**src/sv/apma_pkg.sv**
```systemverilog
// ----------------------------------------------------------------------------
// apma_pkg
// Shared types and constants of the ASCII pair moving average unit.
// ----------------------------------------------------------------------------
`default_nettype none

package apma_pkg;

  // Ring depth and derived widths
  localparam int WINDOW     = 5;
  localparam int PTR_W      = (WINDOW > 1) ? $clog2(WINDOW) : 1;
  localparam int CNT_W      = $clog2(WINDOW + 1);
  localparam int VAL_W      = 16;
  localparam int MEM_W      = 2 * VAL_W;
  localparam int SUM_W      = VAL_W + $clog2(WINDOW);
  localparam int DIV_CNT_W  = $clog2(SUM_W + 1);

  // Characters of interest
  localparam logic [7:0] CHAR_FIRST_KEPT = 8'h20;
  localparam logic [7:0] CHAR_LAST_KEPT  = 8'h7E;
  localparam logic [7:0] CHAR_SPACE      = 8'h20;
  localparam logic [7:0] CHAR_PLUS       = 8'h2B;
  localparam logic [7:0] CHAR_COMMA      = 8'h2C;
  localparam logic [7:0] CHAR_MINUS      = 8'h2D;
  localparam logic [7:0] CHAR_ZERO       = 8'h30;
  localparam logic [7:0] CHAR_NINE       = 8'h39;

  // Position inside one number
  typedef enum logic [1:0] {
    SUB_SKIP  = 2'd0,
    SUB_DIGIT = 2'd1,
    SUB_DONE  = 2'd2
  } sub_e;

  // Sequencer of the top level
  typedef enum logic [1:0] {
    ST_IDLE = 2'd0,
    ST_SUM  = 2'd1,
    ST_DIV  = 2'd2,
    ST_PUSH = 2'd3
  } ctrl_e;

  // Divider status toward the sequencer
  typedef struct packed {
    logic busy;
    logic done;
  } div_stat_t;

endpackage

`default_nettype wire

```
**src/sv/apma_div.sv**
```systemverilog
// ----------------------------------------------------------------------------
// apma_div
// Serial signed divider, one quotient bit per cycle, truncating toward zero.
// ----------------------------------------------------------------------------
`default_nettype none

module apma_div (
  input  wire logic                           clk_i,
  input  wire logic                           rst_ni,
  input  wire logic                           start_i,
  input  wire logic signed [apma_pkg::SUM_W-1:0] dividend_i,
  input  wire logic [apma_pkg::CNT_W-1:0]     divisor_i,
  output apma_pkg::div_stat_t                 stat_o,
  output logic signed [apma_pkg::VAL_W-1:0]   quotient_o
);
  import apma_pkg::*;

  logic                 busy_q, done_q, neg_q;
  logic [DIV_CNT_W-1:0] cnt_q;
  logic [SUM_W-1:0]     mag_q;
  logic [CNT_W-1:0]     rem_q, div_q;
  logic [CNT_W:0]       trial;
  logic                 take;
  logic [SUM_W-1:0]     quot_full;

  assign trial = {rem_q, mag_q[SUM_W-1]};
  assign take  = (trial >= {1'b0, div_q});

  always_ff @(posedge clk_i or negedge rst_ni) begin
    if (!rst_ni) begin
      busy_q <= 1'b0;
      done_q <= 1'b0;
      cnt_q  <= '0;
    end else begin
      done_q <= busy_q && (cnt_q == DIV_CNT_W'(1));
      if (start_i) begin
        busy_q <= 1'b1;
        cnt_q  <= DIV_CNT_W'(SUM_W);
      end else if (busy_q) begin
        cnt_q <= cnt_q - DIV_CNT_W'(1);
        if (cnt_q == DIV_CNT_W'(1)) begin
          busy_q <= 1'b0;
        end
      end
    end
  end

  always_ff @(posedge clk_i) begin
    if (start_i) begin
      neg_q <= dividend_i[SUM_W-1];
      mag_q <= dividend_i[SUM_W-1] ? (SUM_W'(0) - dividend_i) : dividend_i;
      rem_q <= '0;
      div_q <= divisor_i;
    end else if (busy_q) begin
      // shift in one dividend bit, subtract when it fits
      rem_q <= take ? CNT_W'(trial - {1'b0, div_q}) : CNT_W'(trial);
      mag_q <= {mag_q[SUM_W-2:0], take};
    end
  end

  assign quot_full  = neg_q ? (SUM_W'(0) - mag_q) : mag_q;
  assign quotient_o = VAL_W'(quot_full);
  assign stat_o     = '{busy: busy_q, done: done_q};

endmodule

`default_nettype wire

```
**src/sv/ascii_pair_moving_average_unit.sv**
```systemverilog
// Flow: a byte without last, or a last byte without a valid pair, is taken while the sequencer idles.
// A last byte that closes a valid pair holds tready low while the pair is averaged: one ring
// read per entry through the single read port, then the bit-serial dividers, then the output
// register is loaded once it is free.
// Reset: sequencer, parse state, write position and fill flag clear; ring contents stay
// undefined and are never read before being written.
// ----------------------------------------------------------------------------
// ascii_pair_moving_average_unit
// Parses "IR,distance" text replies and averages the pairs over a ring window.
// ----------------------------------------------------------------------------
`default_nettype none

module ascii_pair_moving_average_unit (
  input  wire logic        clk_i,
  input  wire logic        rst_ni,
  // input stream
  input  wire logic        s_axis_tvalid,
  output logic             s_axis_tready,
  input  wire logic [7:0]  s_axis_tdata,   // [7:0] rx_byte
  input  wire logic        s_axis_tlast,   // last byte of the reply
  // output stream
  output logic             m_axis_tvalid,
  input  wire logic        m_axis_tready,
  output logic [39:0]      m_axis_tdata    // [15:0] ir_average, [31:16] distance_average,
                                           // [34:32] samples_used, [39:35] zero
);
  import apma_pkg::*;

  // --------------------------------------------------------------------------
  // Digit accumulate with saturation to 16-bit signed
  // --------------------------------------------------------------------------
  function automatic logic signed [VAL_W-1:0] add_digit(
    input logic signed [VAL_W-1:0] v,
    input logic [3:0]              d,
    input logic                    neg
  );
    logic signed [VAL_W+4:0] w;
    w = (21'(v) <<< 3) + (21'(v) <<< 1);
    if (neg) begin
      w = w - $signed({17'd0, d});
      if (w < -21'sd32768) w = -21'sd32768;
    end else begin
      w = w + $signed({17'd0, d});
      if (w > 21'sd32767) w = 21'sd32767;
    end
    return VAL_W'(w);
  endfunction

  // --------------------------------------------------------------------------
  // Declarations
  // --------------------------------------------------------------------------
  ctrl_e state_q, state_d;

  logic s_hs, start_sum, sum_done, rd_en, div_start, load_out;

  // parse state
  logic                    in_b_q, in_b_d;
  sub_e                    sub_q, sub_d;
  logic                    neg_q, neg_d;
  logic                    chars_q, chars_d;
  logic signed [VAL_W-1:0] first_q, second_q, first_d, second_d;
  logic signed [VAL_W-1:0] v_cur, v_nx;
  logic                    kept, digit, pair_ok;

  // ring and averaging
  logic [MEM_W-1:0]        mem_q [WINDOW];
  logic [MEM_W-1:0]        rd_data_q;
  logic                    rd_vld_q;
  logic [CNT_W-1:0]        rd_cnt_q;
  logic [PTR_W-1:0]        wp_q;
  logic                    full_q;
  logic [CNT_W-1:0]        n_q;
  logic signed [SUM_W-1:0] acc_ir_q, acc_dist_q;
  logic signed [VAL_W-1:0] rd_ir, rd_dist;

  // dividers and output register
  div_stat_t               ir_stat, dist_stat;
  logic signed [VAL_W-1:0] ir_quot, dist_quot;
  logic                    m_valid_q;
  logic [VAL_W-1:0]        ir_out_q, dist_out_q;
  logic [2:0]              samp_q;

  assign s_hs = s_axis_tvalid && s_axis_tready;

  // --------------------------------------------------------------------------
  // Parser: next parse state for the byte on the input
  // --------------------------------------------------------------------------
  assign kept  = (s_axis_tdata >= CHAR_FIRST_KEPT) && (s_axis_tdata <= CHAR_LAST_KEPT);
  assign digit = (s_axis_tdata >= CHAR_ZERO) && (s_axis_tdata <= CHAR_NINE);
  assign v_cur = in_b_q ? second_q : first_q;

  always_comb begin
    in_b_d  = in_b_q;
    sub_d   = sub_q;
    neg_d   = neg_q;
    chars_d = chars_q;
    v_nx    = v_cur;
    if (kept) begin
      if (!in_b_q && (s_axis_tdata == CHAR_COMMA)) begin
        // comma always opens the second number
        in_b_d = 1'b1;
        sub_d  = SUB_SKIP;
        neg_d  = 1'b0;
      end else begin
        if (!in_b_q) chars_d = 1'b1;
        unique case (sub_q)
          SUB_SKIP: begin
            if (s_axis_tdata == CHAR_SPACE) begin
              sub_d = SUB_SKIP;
            end else if (s_axis_tdata == CHAR_PLUS) begin
              neg_d = 1'b0;
              sub_d = SUB_DIGIT;
            end else if (s_axis_tdata == CHAR_MINUS) begin
              neg_d = 1'b1;
              sub_d = SUB_DIGIT;
            end else if (digit) begin
              neg_d = 1'b0;
              v_nx  = add_digit(v_cur, s_axis_tdata[3:0], 1'b0);
              sub_d = SUB_DIGIT;
            end else begin
              sub_d = SUB_DONE;
            end
          end
          SUB_DIGIT: begin
            if (digit) begin
              v_nx = add_digit(v_cur, s_axis_tdata[3:0], neg_q);
            end else begin
              sub_d = SUB_DONE;
            end
          end
          SUB_DONE: sub_d = SUB_DONE;
          default:  sub_d = SUB_DONE;
        endcase
      end
    end
    first_d  = in_b_q ? first_q : v_nx;
    second_d = in_b_q ? v_nx : second_q;
  end

  // a pair counts only once the comma is seen after some text
  assign pair_ok = in_b_d && chars_d;

  always_ff @(posedge clk_i or negedge rst_ni) begin
    if (!rst_ni) begin
      in_b_q   <= 1'b0;
      sub_q    <= SUB_SKIP;
      neg_q    <= 1'b0;
      chars_q  <= 1'b0;
      first_q  <= '0;
      second_q <= '0;
    end else if (s_hs) begin
      if (s_axis_tlast) begin
        // end of reply: drop the parse state, result or not
        in_b_q   <= 1'b0;
        sub_q    <= SUB_SKIP;
        neg_q    <= 1'b0;
        chars_q  <= 1'b0;
        first_q  <= '0;
        second_q <= '0;
      end else begin
        in_b_q   <= in_b_d;
        sub_q    <= sub_d;
        neg_q    <= neg_d;
        chars_q  <= chars_d;
        first_q  <= first_d;
        second_q <= second_d;
      end
    end
  end

  // --------------------------------------------------------------------------
  // Sequencer
  // --------------------------------------------------------------------------
  assign sum_done = (rd_cnt_q == n_q) && !rd_vld_q;

  always_comb begin
    state_d = state_q;
    unique case (state_q)
      ST_IDLE: if (start_sum)     state_d = ST_SUM;
      ST_SUM:  if (sum_done)      state_d = ST_DIV;
      ST_DIV:  if (ir_stat.done)  state_d = ST_PUSH;
      ST_PUSH: if (load_out)      state_d = ST_IDLE;
      default:                    state_d = ST_IDLE;
    endcase
  end

  always_comb begin
    s_axis_tready = 1'b0;
    start_sum     = 1'b0;
    rd_en         = 1'b0;
    div_start     = 1'b0;
    load_out      = 1'b0;
    unique case (state_q)
      ST_IDLE: begin
        s_axis_tready = 1'b1;
        start_sum     = s_axis_tvalid && s_axis_tlast && pair_ok;
      end
      ST_SUM: begin
        rd_en     = (rd_cnt_q != n_q);
        div_start = sum_done;
      end
      ST_DIV:  ;
      ST_PUSH: load_out = !m_valid_q || m_axis_tready;
      default: ;
    endcase
  end

  always_ff @(posedge clk_i or negedge rst_ni) begin
    if (!rst_ni) begin
      state_q <= ST_IDLE;
    end else begin
      state_q <= state_d;
    end
  end

  // --------------------------------------------------------------------------
  // Ring memory: one write port, one registered read port
  // --------------------------------------------------------------------------
  always_ff @(posedge clk_i) begin
    if (start_sum) begin
      mem_q[wp_q] <= {first_d, second_d};
    end
    if (rd_en) begin
      rd_data_q <= mem_q[rd_cnt_q[PTR_W-1:0]];
    end
  end

  // write position and fill flag
  always_ff @(posedge clk_i or negedge rst_ni) begin
    if (!rst_ni) begin
      wp_q   <= '0;
      full_q <= 1'b0;
    end else if (start_sum) begin
      if (wp_q == PTR_W'(WINDOW - 1)) begin
        wp_q   <= '0;
        full_q <= 1'b1;
      end else begin
        wp_q <= wp_q + PTR_W'(1);
      end
    end
  end

  // read sweep over the filled entries; the write above lands before the first read
  always_ff @(posedge clk_i or negedge rst_ni) begin
    if (!rst_ni) begin
      rd_cnt_q <= '0;
      rd_vld_q <= 1'b0;
      n_q      <= CNT_W'(1);
    end else begin
      rd_vld_q <= rd_en;
      if (start_sum) begin
        rd_cnt_q <= '0;
        n_q      <= full_q ? CNT_W'(WINDOW) : (CNT_W'(wp_q) + CNT_W'(1));
      end else if (rd_en) begin
        rd_cnt_q <= rd_cnt_q + CNT_W'(1);
      end
    end
  end

  assign rd_ir   = rd_data_q[MEM_W-1:VAL_W];
  assign rd_dist = rd_data_q[VAL_W-1:0];

  always_ff @(posedge clk_i) begin
    if (start_sum) begin
      acc_ir_q   <= '0;
      acc_dist_q <= '0;
    end else if (rd_vld_q) begin
      acc_ir_q   <= acc_ir_q + SUM_W'(rd_ir);
      acc_dist_q <= acc_dist_q + SUM_W'(rd_dist);
    end
  end

  // --------------------------------------------------------------------------
  // Dividers: both run in lockstep on the same count
  // --------------------------------------------------------------------------
  apma_div u_div_ir (
    .clk_i      (clk_i),
    .rst_ni     (rst_ni),
    .start_i    (div_start),
    .dividend_i (acc_ir_q),
    .divisor_i  (n_q),
    .stat_o     (ir_stat),
    .quotient_o (ir_quot)
  );

  apma_div u_div_dist (
    .clk_i      (clk_i),
    .rst_ni     (rst_ni),
    .start_i    (div_start),
    .dividend_i (acc_dist_q),
    .divisor_i  (n_q),
    .stat_o     (dist_stat),
    .quotient_o (dist_quot)
  );

  // --------------------------------------------------------------------------
  // Output register: holds a result while the next reply streams in
  // --------------------------------------------------------------------------
  always_ff @(posedge clk_i or negedge rst_ni) begin
    if (!rst_ni) begin
      m_valid_q <= 1'b0;
    end else if (load_out) begin
      m_valid_q <= 1'b1;
    end else if (m_axis_tready) begin
      m_valid_q <= 1'b0;
    end
  end

  always_ff @(posedge clk_i) begin
    if (load_out) begin
      ir_out_q   <= ir_quot;
      dist_out_q <= dist_quot;
      samp_q     <= 3'(n_q);
    end
  end

  assign m_axis_tvalid = m_valid_q;
  assign m_axis_tdata  = {5'd0, samp_q, dist_out_q, ir_out_q};

  // --------------------------------------------------------------------------
  // Assertions
  // --------------------------------------------------------------------------
  a_div_idle_at_start: assert property (@(posedge clk_i) disable iff (!rst_ni)
    div_start |-> (!ir_stat.busy && !dist_stat.busy))
    else $error("divider started while busy");

  a_div_lockstep: assert property (@(posedge clk_i) disable iff (!rst_ni)
    (ir_stat.done == dist_stat.done) && (ir_stat.busy == dist_stat.busy))
    else $error("dividers out of step");

  a_sweep_bound: assert property (@(posedge clk_i) disable iff (!rst_ni)
    (state_q == ST_SUM) |-> (rd_cnt_q <= n_q))
    else $error("read sweep ran past the filled entries");

  a_div_done_pushes: assert property (@(posedge clk_i) disable iff (!rst_ni)
    (ir_stat.done && (state_q == ST_DIV)) |=> (state_q == ST_PUSH))
    else $error("divider result not taken");

endmodule

`default_nettype wire

```
**config.mk**
```make
export PLATFORM = sky130hd
export DESIGN_NAME = ascii_pair_moving_average_unit
export DESIGN_NICKNAME = d
export VERILOG_FILES = /design/src/sv/apma_pkg.sv /design/src/sv/apma_div.sv /design/src/sv/ascii_pair_moving_average_unit.sv
export SDC_FILE = /design/constraint.sdc
export NUM_CORES = 1
export LEC_CHECK = 0
export BUFFER_PORTS_ARGS = -buffer_cell sky130_fd_sc_hd__buf_4
export CELL_PAD_IN_SITES_DETAIL_PLACEMENT = 1
export CELL_PAD_IN_SITES_GLOBAL_PLACEMENT = 1
export CORE_MARGIN = 1.5
export CORE_UTILIZATION = 39
export DETAILED_ROUTE_END_ITERATION = 8
export HOLD_SLACK_MARGIN = 0.1
export PLACE_DENSITY = 0.69
export SKIP_CTS_REPAIR_TIMING = 1
export SLEW_MARGIN = 5
export SYNTH_ARGS = -nofsm -noshare
export SYNTH_HDL_FRONTEND = slang
export SYNTH_SLANG_ARGS = --single-unit
```
**constraint.sdc**
```tcl
create_clock -name clk_i -period 7.21 [get_ports clk_i]
set_input_delay 0.721 -clock clk_i [delete_from_list [all_inputs] [get_ports clk_i]]
set_output_delay 0.721 -clock clk_i [all_outputs]
set_load 0.05 [all_outputs]
```
==> results of run 1 <==
-- worst max path at each step --
| stage | endpoint | slack [ps] | cells past startpoint |
|---|---|---|---|
| floorplan | mem_q[0][4]$_DFFE_PP_ | 1370 | 17 |
| finish | mem_q[2][16]$_DFFE_PP_ | 850 | 13 |
| global placement | mem_q[0][27]$_DFFE_PP_ | 1120 | 13 |
| CTS | mem_q[2][16]$_DFFE_PP_ | 840 | 13 |
| global route | mem_q[2][16]$_DFFE_PP_ | 310 | 14 |
| detailed placement | mem_q[4][16]$_DFFE_PP_ | 910 | 13 |
-- area by class of cell --
type / count / area share [%]
Sequential cell: 378 / 46.77
Inverter: 55 / 0.9112
Timing Repair Buffer: 69 / 2.297
Clock inverter: 15 / 0.6572
Multi-Input combinational cell: 1253 / 40.15
Tap cell: 680 / 3.755
Clock buffer: 61 / 5.462
-- cell usage after synthesis, types with 14 or more instances --
| cell type | instances | area, sq um |
|---|---|---|
| a21o_1 | 14 | 105.1 |
| a21oi_1 | 53 | 265.3 |
| a31oi_1 | 21 | 131.4 |
| buf_1 | 14 | 52.55 |
| clkbuf_1 | 54 | 202.7 |
| dfrtp_1 | 63 | 1577 |
| dfxtp_1 | 44 | 880.8 |
| edfxtp_1 | 270 | 8108 |
| ha_1 | 78 | 975.9 |
| inv_1 | 54 | 202.7 |
| mux2_2 | 48 | 540.5 |
| mux2i_1 | 47 | 470.5 |
| mux4_2 | 32 | 720.7 |
| nand2_1 | 171 | 641.9 |
| nand2b_1 | 25 | 156.4 |
| nand3_1 | 30 | 150.1 |
| nor2_1 | 132 | 495.5 |
| nor2b_1 | 17 | 106.4 |
| nor3_1 | 34 | 170.2 |
| o211ai_1 | 16 | 120.1 |
| o21ai_0 | 135 | 675.7 |
| o31ai_1 | 18 | 135.1 |
| or3_1 | 19 | 118.9 |
| xnor2_1 | 86 | 753.2 |
| xor2_1 | 50 | 437.9 |
-- layer usage --
metal | GRT usage [%] | wire length, microns
met5 | 0 | 0
met4 | 6.107 | 1518
met3 | 2.001 | 1243
met2 | 31.96 | 23400
met1 | 23.68 | 21970
-- registers in the layout, indices dropped and copies added (netlist names), 5 cells and up --
name / cells
mem_q: 160
rd_data_q: 32
acc_dist_q: 19
acc_ir_q: 19
u_div_dist.mag_q: 19
u_div_ir.mag_q: 19
dist_out_q: 16
first_q: 16
ir_out_q: 16
second_q: 16
u_div_dist.cnt_q: 5
u_div_ir.cnt_q: 5
-- cells by family after synthesis --
family,synth area share (%)
multiplexers,8.585
AND/OR/NAND/NOR,12.25
adder cells (fa/ha/maj),5.533
AO/OA/AOI/OAI,12.54
other,0.01859
flip-flops,52.51
buffers and inverters,2.580
XOR/XNOR,5.986
-- per-stage QoR --
step	hold WS, ps	total power, mW	utilization [%]
floorplan	406.4	6.729	-
global placement	467.0	7.653	41.52
detailed placement	486.6	7.824	41.52
CTS	78.63	10.02	44.23
global route	525.4	10.63	44.25
finish	498.1	9.917	44.25
-- worst max-delay path, stage by stage, from the launching register on --
cell and delay [ps]:
dfrtp_2 690, buf_4 410, mux2_2 430, ha_1 410
a21o_1 240, a221oi_2 510, xnor2_1 300, or4_4 580
or4_4 580, nor2_1 370, o311a_4 400, o21ai_0 130
a311oi_1 590, o21ai_0 360
-- cells in the final DEF (no fill, tap or decap), drive strengths merged, types with 9 or more instances in the layout --
cell type / count
a21o: 14
xor2: 50
buf: 68
and3: 12
a311oi: 10
mux2: 48
or3: 19
a211oi: 16
dfxtp: 44
o21a: 11
o31ai: 22
nand2b: 25
o211ai: 17
or4: 11
nand3: 30
edfxtp: 270
a21oi: 54
or2: 14
dfrtp: 63
clkinv: 12
clkbuf: 61
nor4: 15
nor3: 34
ha: 78
inv: 54
a31oi: 21
xnor2: 87
o41ai: 14
mux2i: 47
mux4: 32
nor2b: 17
and2: 9
nand2: 171
o21ai: 140
nor2: 132
-- power by group --
| part | total (mW) | internal, mW | switching (mW) | leakage, nW |
|---|---|---|---|---|
| Sequential | 3.54 | 3.06 | 0.483 | 3.63 |
| Clock | 2.15 | 1.30 | 0.850 | 0.681 |
| Combinational | 4.23 | 1.70 | 2.53 | 4.12 |
| Total | 9.92 | 6.05 | 3.87 | 8.43 |
==> metrics.yaml, run 1 <==
status: "finished clean"
regArea_sq_um: 10600
synthDistinctLibCells: 88
postSynthAreaPerCell_sq_um: 11.47
hold_viol_final: 0
cp-end-kind: "register"
multi_input_area_sq_um: 9096
layout-drive-gt1-share_pct: 14.04
syn2layout_area_growth_pct: 12.31
vias: 13710
dr.pass1.iters: 5
r2r_setup_slack_ps: 850
clkLatencyLatePin_ps: 540
required_ps: 7400
synth-edff-count: 270
cts_root_buffer: "clkbuf_16"
grt_first_pass_wirelength_mm: 78.37
synthFlopType: "edfxtp_1"
finalSetupTns_ps: 0
cts_buffers: 42
ff2ff_path_depth: 13
hold_end: "u_div_ir.rem_q[2]$_SDFFE_PP0P_"
drt_first_iter_violations: 681
fillCellCount: 5437
port_buffers: 49
place.gp.congestion: 0.8701
core_sq_um: 51200
nets: 1897
p_per_area_nw_per_um2: 437.7
die_y_microns: 230.4
ant_nets: 0
worst_pin_slew_ps: 1250
worst-path-max-fanout: 32
holdCritStartpoint: "u_div_ir.rem_q[2]$_SDFFE_PP0P_"
rsz0062_at_grt: "no"
maxCapViolations: 0
slew_violations: 0
grt_pass1_vias: 14460
postPlaceCellArea_sq_um: 21260
htreeDepth: 2
vdd_ir_drop_max_uv: 200.8
seq_area_frac_synth_pct: 52.51
r2r_start: "in_b_q$_DFFE_PN0P_"
initial_core_util_pct: 39.40
dpl.hpwl_mm: 34.42
synth_area_sq_um: 20170
slew_headroom_pct: 16.02
fin_cells: 2511
p_leak_nw: 8.426
fmax_mhz: 157.2
worstPathArrival_ps: 6550
wire_per_inst_microns: 19.17
crit_start: "in_b_q$_DFFE_PN0P_"
die_area_sq_um: 53100
place_worst_setup_slack_ps: 913.7
design_area_sq_um: 22660
synthCells: 1758
die_x_microns: 230.4
hold-path-cell-count: 2
diodes: 0
hold_class: "register to register"
rows: 83
synth_warnings: 0
grt_max_degree: 51
cts_tree: "yes"
cts_buffer_depth: 3
timing.final.crit_period_ps: 6360
fin_ws_ps: 849.7
drt_wl_total_mm: 48.13
numClockSinks: 378
antenna_found_initial: 0
dpl.cell_count: 2434
critPathLaunchType: "register"
grt_overflow_total: 0
period_share_pct: 88.22
finalSetupViolCount: 0
pin_count: 55
grt_usage_pct: 18.31
ys_ff_latch: 378
vias_per_cell: 5.458
path_clk_slew_ps: 60
setup.worst_path.class: "register to register"
r2r_end: "mem_q[2][16]$_DFFE_PP_"
async_flop_share_pct: 16.93
skew_ps: 14.36
drc_errors: 0
Power figures use the tool's default switching activity.
==> run 2: changes to the inputs <==
Settings changed: PLACE_DENSITY 0.69 to 0.71.
==> metrics.yaml, run 2 (synthesis gave the netlist of run 1 again) <==
status: "finished clean"
place.gp.congestion: 0.8497
comb_power_share_pct: 42.9
cts_root_buffer: "clkbuf_16"
initial_core_util_pct: 39.40
worst-path-max-fanout: 39
htreeDepth: 2
grt_pass1_vias: 14360
largest_register_ffs: 160
largestRegisters: "mem_q x160, rd_data_q x32"
ant_nets: 0
critPathLaunchType: "register"
dpl.hpwl_mm: 34.26
hold_viol_final: 0
nets: 1900
p_sw_mw: 3.881
layout-drive-gt1-share_pct: 14.00
timing.final.crit_period_ps: 6332
drc_errors: 0
r2r_setup_slack_ps: 880
die_x_microns: 230.4
pwr-share-clk_pct: 21.3
p_int_mw: 5.998
final_cell_mix: "270 x edfxtp_1, 170 x nand2_1, 135 x o21ai_0"
path_clk_slew_ps: 60
drt_wl_total_mm: 47.88
final_common_cell: "edfxtp_1"
p_leak_nw: 8.420
maxCapViolations: 0
utilization_pct: 44.25
die_y_microns: 230.4
period_share_pct: 87.82
vias_per_cell: 5.466
rows: 83
grt_overflow_total: 0
skew_ps: 13.17
p_per_area_nw_per_um2: 436.1
grt_usage_pct: 18.17
slew_headroom_pct: 19.98
finalPower_mw: 9.879
grt_first_pass_wirelength_mm: 77.69
numClockSinks: 378
required_ps: 7420
rsz0062_at_grt: "no"
fmax_mhz: 157.9
worstPathArrival_ps: 6540
design_area_sq_um: 22650
wire_per_inst_microns: 19.03
hold_class: "input pin to async pin"
core_sq_um: 51200
antenna_found_initial: 0
cts_buffer_depth: 3
slew_violations: 0
diodes: 0
cts_tree: "yes"
drt_first_iter_violations: 703
cts_buffers: 43
place_worst_setup_slack_ps: 910.9
port_buffers: 49
cp-end-kind: "register"
finalSetupViolCount: 0
worst_pin_slew_ps: 1191
fillCellCount: 5479
postPlaceCellArea_sq_um: 21290
dr.pass1.iters: 4
setup.worst_path.class: "register to register"
largest-register: "mem_q"
sw_frac_of_total_pct: 39.29
fin_ws_ps: 878.5
vias: 13750
grt_max_degree: 65
die_area_sq_um: 53100
share_seq_of_total_power_pct: 35.8
syn2layout_area_growth_pct: 12.31
pin_count: 55
clkLatencyLatePin_ps: 540
vdd_ir_drop_max_uv: 239.8
finalSetupTns_ps: 0
run 2: routing by layer:
metal / global-route usage, % / share of wire (%)
met1: 23.39 / 45
met2: 32.05 / 49
met3: 2.075 / 3.2
met4: 5.413 / 2.5
met5: 0 / 0
run 2: path summary, 6_finish.rpt:
check | start | endpoint | cells past startpoint
max | in_b_q$_DFFE_PN0P_ | mem_q[2][14]$_DFFE_PP_ | 14
min in group clk_i | m_axis_tready | m_axis_tvalid$_DFFE_PN0P_ | 3
min | rst_ni | u_div_dist.busy_q$_DFF_PN0_ | 1
min reg2reg | u_div_ir.rem_q[2]$_SDFFE_PP0P_ | u_div_ir.rem_q[2]$_SDFFE_PP0P_ | 2
max reg2reg | in_b_q$_DFFE_PN0P_ | mem_q[2][14]$_DFFE_PP_ | 14
max in group asynchronous | rst_ni | rd_vld_q$_DFF_PN0_ | 1
run 2: per-stage QoR:
step	hold WS (ps)	std cells
CTS	315.5	2516
floorplan	406.4	1762
finish	279.7	2516
global placement	477.1	2437
detailed placement	496.5	2437
global route	347.8	2516
run 2: power groups by stage:
stage / sequential, mW / combinational (mW) / clock [mW]
final: 3.53 / 4.24 / 2.10
after global routing: 3.61 / 4.73 / 2.23
after CTS: 3.54 / 4.29 / 2.15
after detailed placement: 3.58 / 4.25 / 0
after global placement: 3.55 / 4.11 / 0
after floorplan: 3.67 / 3.06 / 0
run 2: critical path: stages (launching register included):
cell and delay [ps]:
dfrtp_2 710, buf_12 270, mux2_2 460, ha_1 300, a211o_1 330, and2_0 170
o311ai_1 790, and3_1 310, nand4_1 190, nor2_1 320, nand4_1 190, o22ai_1 790
nor2_1 180, a2111oi_2 640, o21ai_0 330
run 2: area by class of cell:
cell class / instances / area, sq um / area share [%]
Sequential cell: 378 / 10600 / 46.77
Multi-Input combinational cell: 1253 / 9096 / 40.15
Clock buffer: 59 / 1209 / 5.335
Tap cell: 680 / 850.8 / 3.756
Timing Repair Buffer: 71 / 545.5 / 2.408
Inverter: 55 / 206.4 / 0.9113
Clock inverter: 20 / 151.4 / 0.6683
==> run 3: changes to the inputs <==
Settings changed: CORE_UTILIZATION 39 to 30, PLACE_DENSITY 0.71 to 0.59.
==> metrics.yaml, run 3 (synthesis gave the netlist of run 1 again) <==
drt_wl_total_mm: 49.74
grt_first_pass_wirelength_mm: 80.41
period_share_pct: 87.33
layout-drive-gt1-share_pct: 14.79
utilization_pct: 34.73
diodes: 0
final_cell_mix: "270 x edfxtp_1, 170 x nand2_1, 135 x o21ai_0"
vdd_ir_drop_max_uv: 169.5
core_sq_um: 66100
timing.final.crit_period_ps: 6297
cts_root_buffer: "clkbuf_16"
grt_pass1_vias: 14310
drt_first_iter_violations: 755
fin_cells: 2703
hold_viol_final: 0
pin_count: 55
numClockSinks: 378
nets: 1902
place.gp.congestion: 0.8463
die_y_microns: 262.3
port_buffers: 49
die_area_sq_um: 68800
worst-path-max-fanout: 35
largestRegisters: "mem_q x160, rd_data_q x32"
dpl.cell_count: 2623
grt_usage_pct: 14.49
largest_register_ffs: 160
fin_ws_ps: 913.5
status: "finished clean"
clkLatencyLatePin_ps: 580
ant_nets: 0
maxCapViolations: 0
design_area_sq_um: 22960
final_common_cell: "edfxtp_1"
postPlaceCellArea_sq_um: 21530
critPathLaunchType: "register"
wire_per_inst_microns: 18.40
cts_tree: "yes"
drc_errors: 0
largest-register: "mem_q"
path_clk_slew_ps: 60
worstPathArrival_ps: 6530
setup.worst_path.class: "register to register"
p_per_area_nw_per_um2: 435.2
place_worst_setup_slack_ps: 912.1
rsz0062_at_grt: "no"
initial_core_util_pct: 30.52
ff2ff_path_depth: 15
rows: 94
finalSetupViolCount: 0
grt_max_degree: 65
required_ps: 7450
dpl.hpwl_mm: 35.79
finalPower_mw: 9.991
hold_class: "input pin to async pin"
antenna_found_initial: 0
cp-end-kind: "register"
worst_pin_slew_ps: 1101
slew_violations: 0
vias_per_cell: 5.011
r2r_setup_slack_ps: 910
hold_ws_ps: 259.2
grt_overflow_total: 0
r2r_end: "mem_q[1][16]$_DFFE_PP_"
skew_ps: 19.26
dr.pass1.iters: 4
cts_buffer_depth: 3
die_x_microns: 262.3
r2r_start: "in_b_q$_DFFE_PN0P_"
p_leak_nw: 8.464
finalSetupTns_ps: 0
slew_headroom_pct: 26.02
vias: 13550
htreeDepth: 2
fmax_mhz: 158.8
cts_buffers: 43
syn2layout_area_growth_pct: 13.80
[run 3: cell types whose count changed in the layout (fill, tap and decap cells not counted), moves of 2 or more]
cell,change
clkinvlp_4,+3
clkinv_1,-8
clkinv_2,+4
buf_4,+3
clkbuf_8,+6
clkbuf_16,-2
clkbuf_1,-4
[run 3: critical path, cell delays in order (launching register included)]
cell and delay, ps:
dfrtp_2 800, mux2i_1 400, inv_1 150, ha_1 320
ha_1 350, o21a_1 130, o31a_1 110, nor3_1 260
or3b_4 450, or4_4 560, or4_4 570, nor2_1 370
o311a_4 400, o21ai_0 130, a311oi_1 620, o21ai_0 330
[run 3: where the power goes]
group          leakage [nW]  switching, mW  internal, mW
Clock                 0.698          0.892          1.30
Combinational          4.14           2.55          1.70
Sequential             3.63          0.488          3.05
Total                  8.46           3.93          6.06
[run 3: cell type report]
cell class	count	area, sq um
well taps	864	1081
flip-flops and latches	378	10600
inverters	55	206.4
clock buffers	59	1226
repair buffers	73	548.0
clock inverters	21	202.7
multi-input cells	1253	9096
fillers	7226	43140
[run 3: routing by layer]
layer | GRT usage (%) | up-vias | part of all wire, %
met4 | 4.243 | 0 | 2.0
met1 | 19.36 | 6721 | 48
met2 | 24.65 | 146 | 48
met3 | 1.687 | 60 | 2.2
li1 | - | 6619 | -
met5 | 0 | - | 0
[run 3: worst max path at each step]
stage / slack, ps / startpoint / endpoint
floorplan: 1370 / in_b_q$_DFFE_PN0P_ / mem_q[0][4]$_DFFE_PP_
global placement: 1110 / in_b_q$_DFFE_PN0P_ / mem_q[4][16]$_DFFE_PP_
detailed placement: 910 / in_b_q$_DFFE_PN0P_ / mem_q[4][16]$_DFFE_PP_
CTS: 910 / in_b_q$_DFFE_PN0P_ / mem_q[1][16]$_DFFE_PP_
global route: 490 / in_b_q$_DFFE_PN0P_ / mem_q[0][16]$_DFFE_PP_
finish: 910 / in_b_q$_DFFE_PN0P_ / mem_q[1][16]$_DFFE_PP_
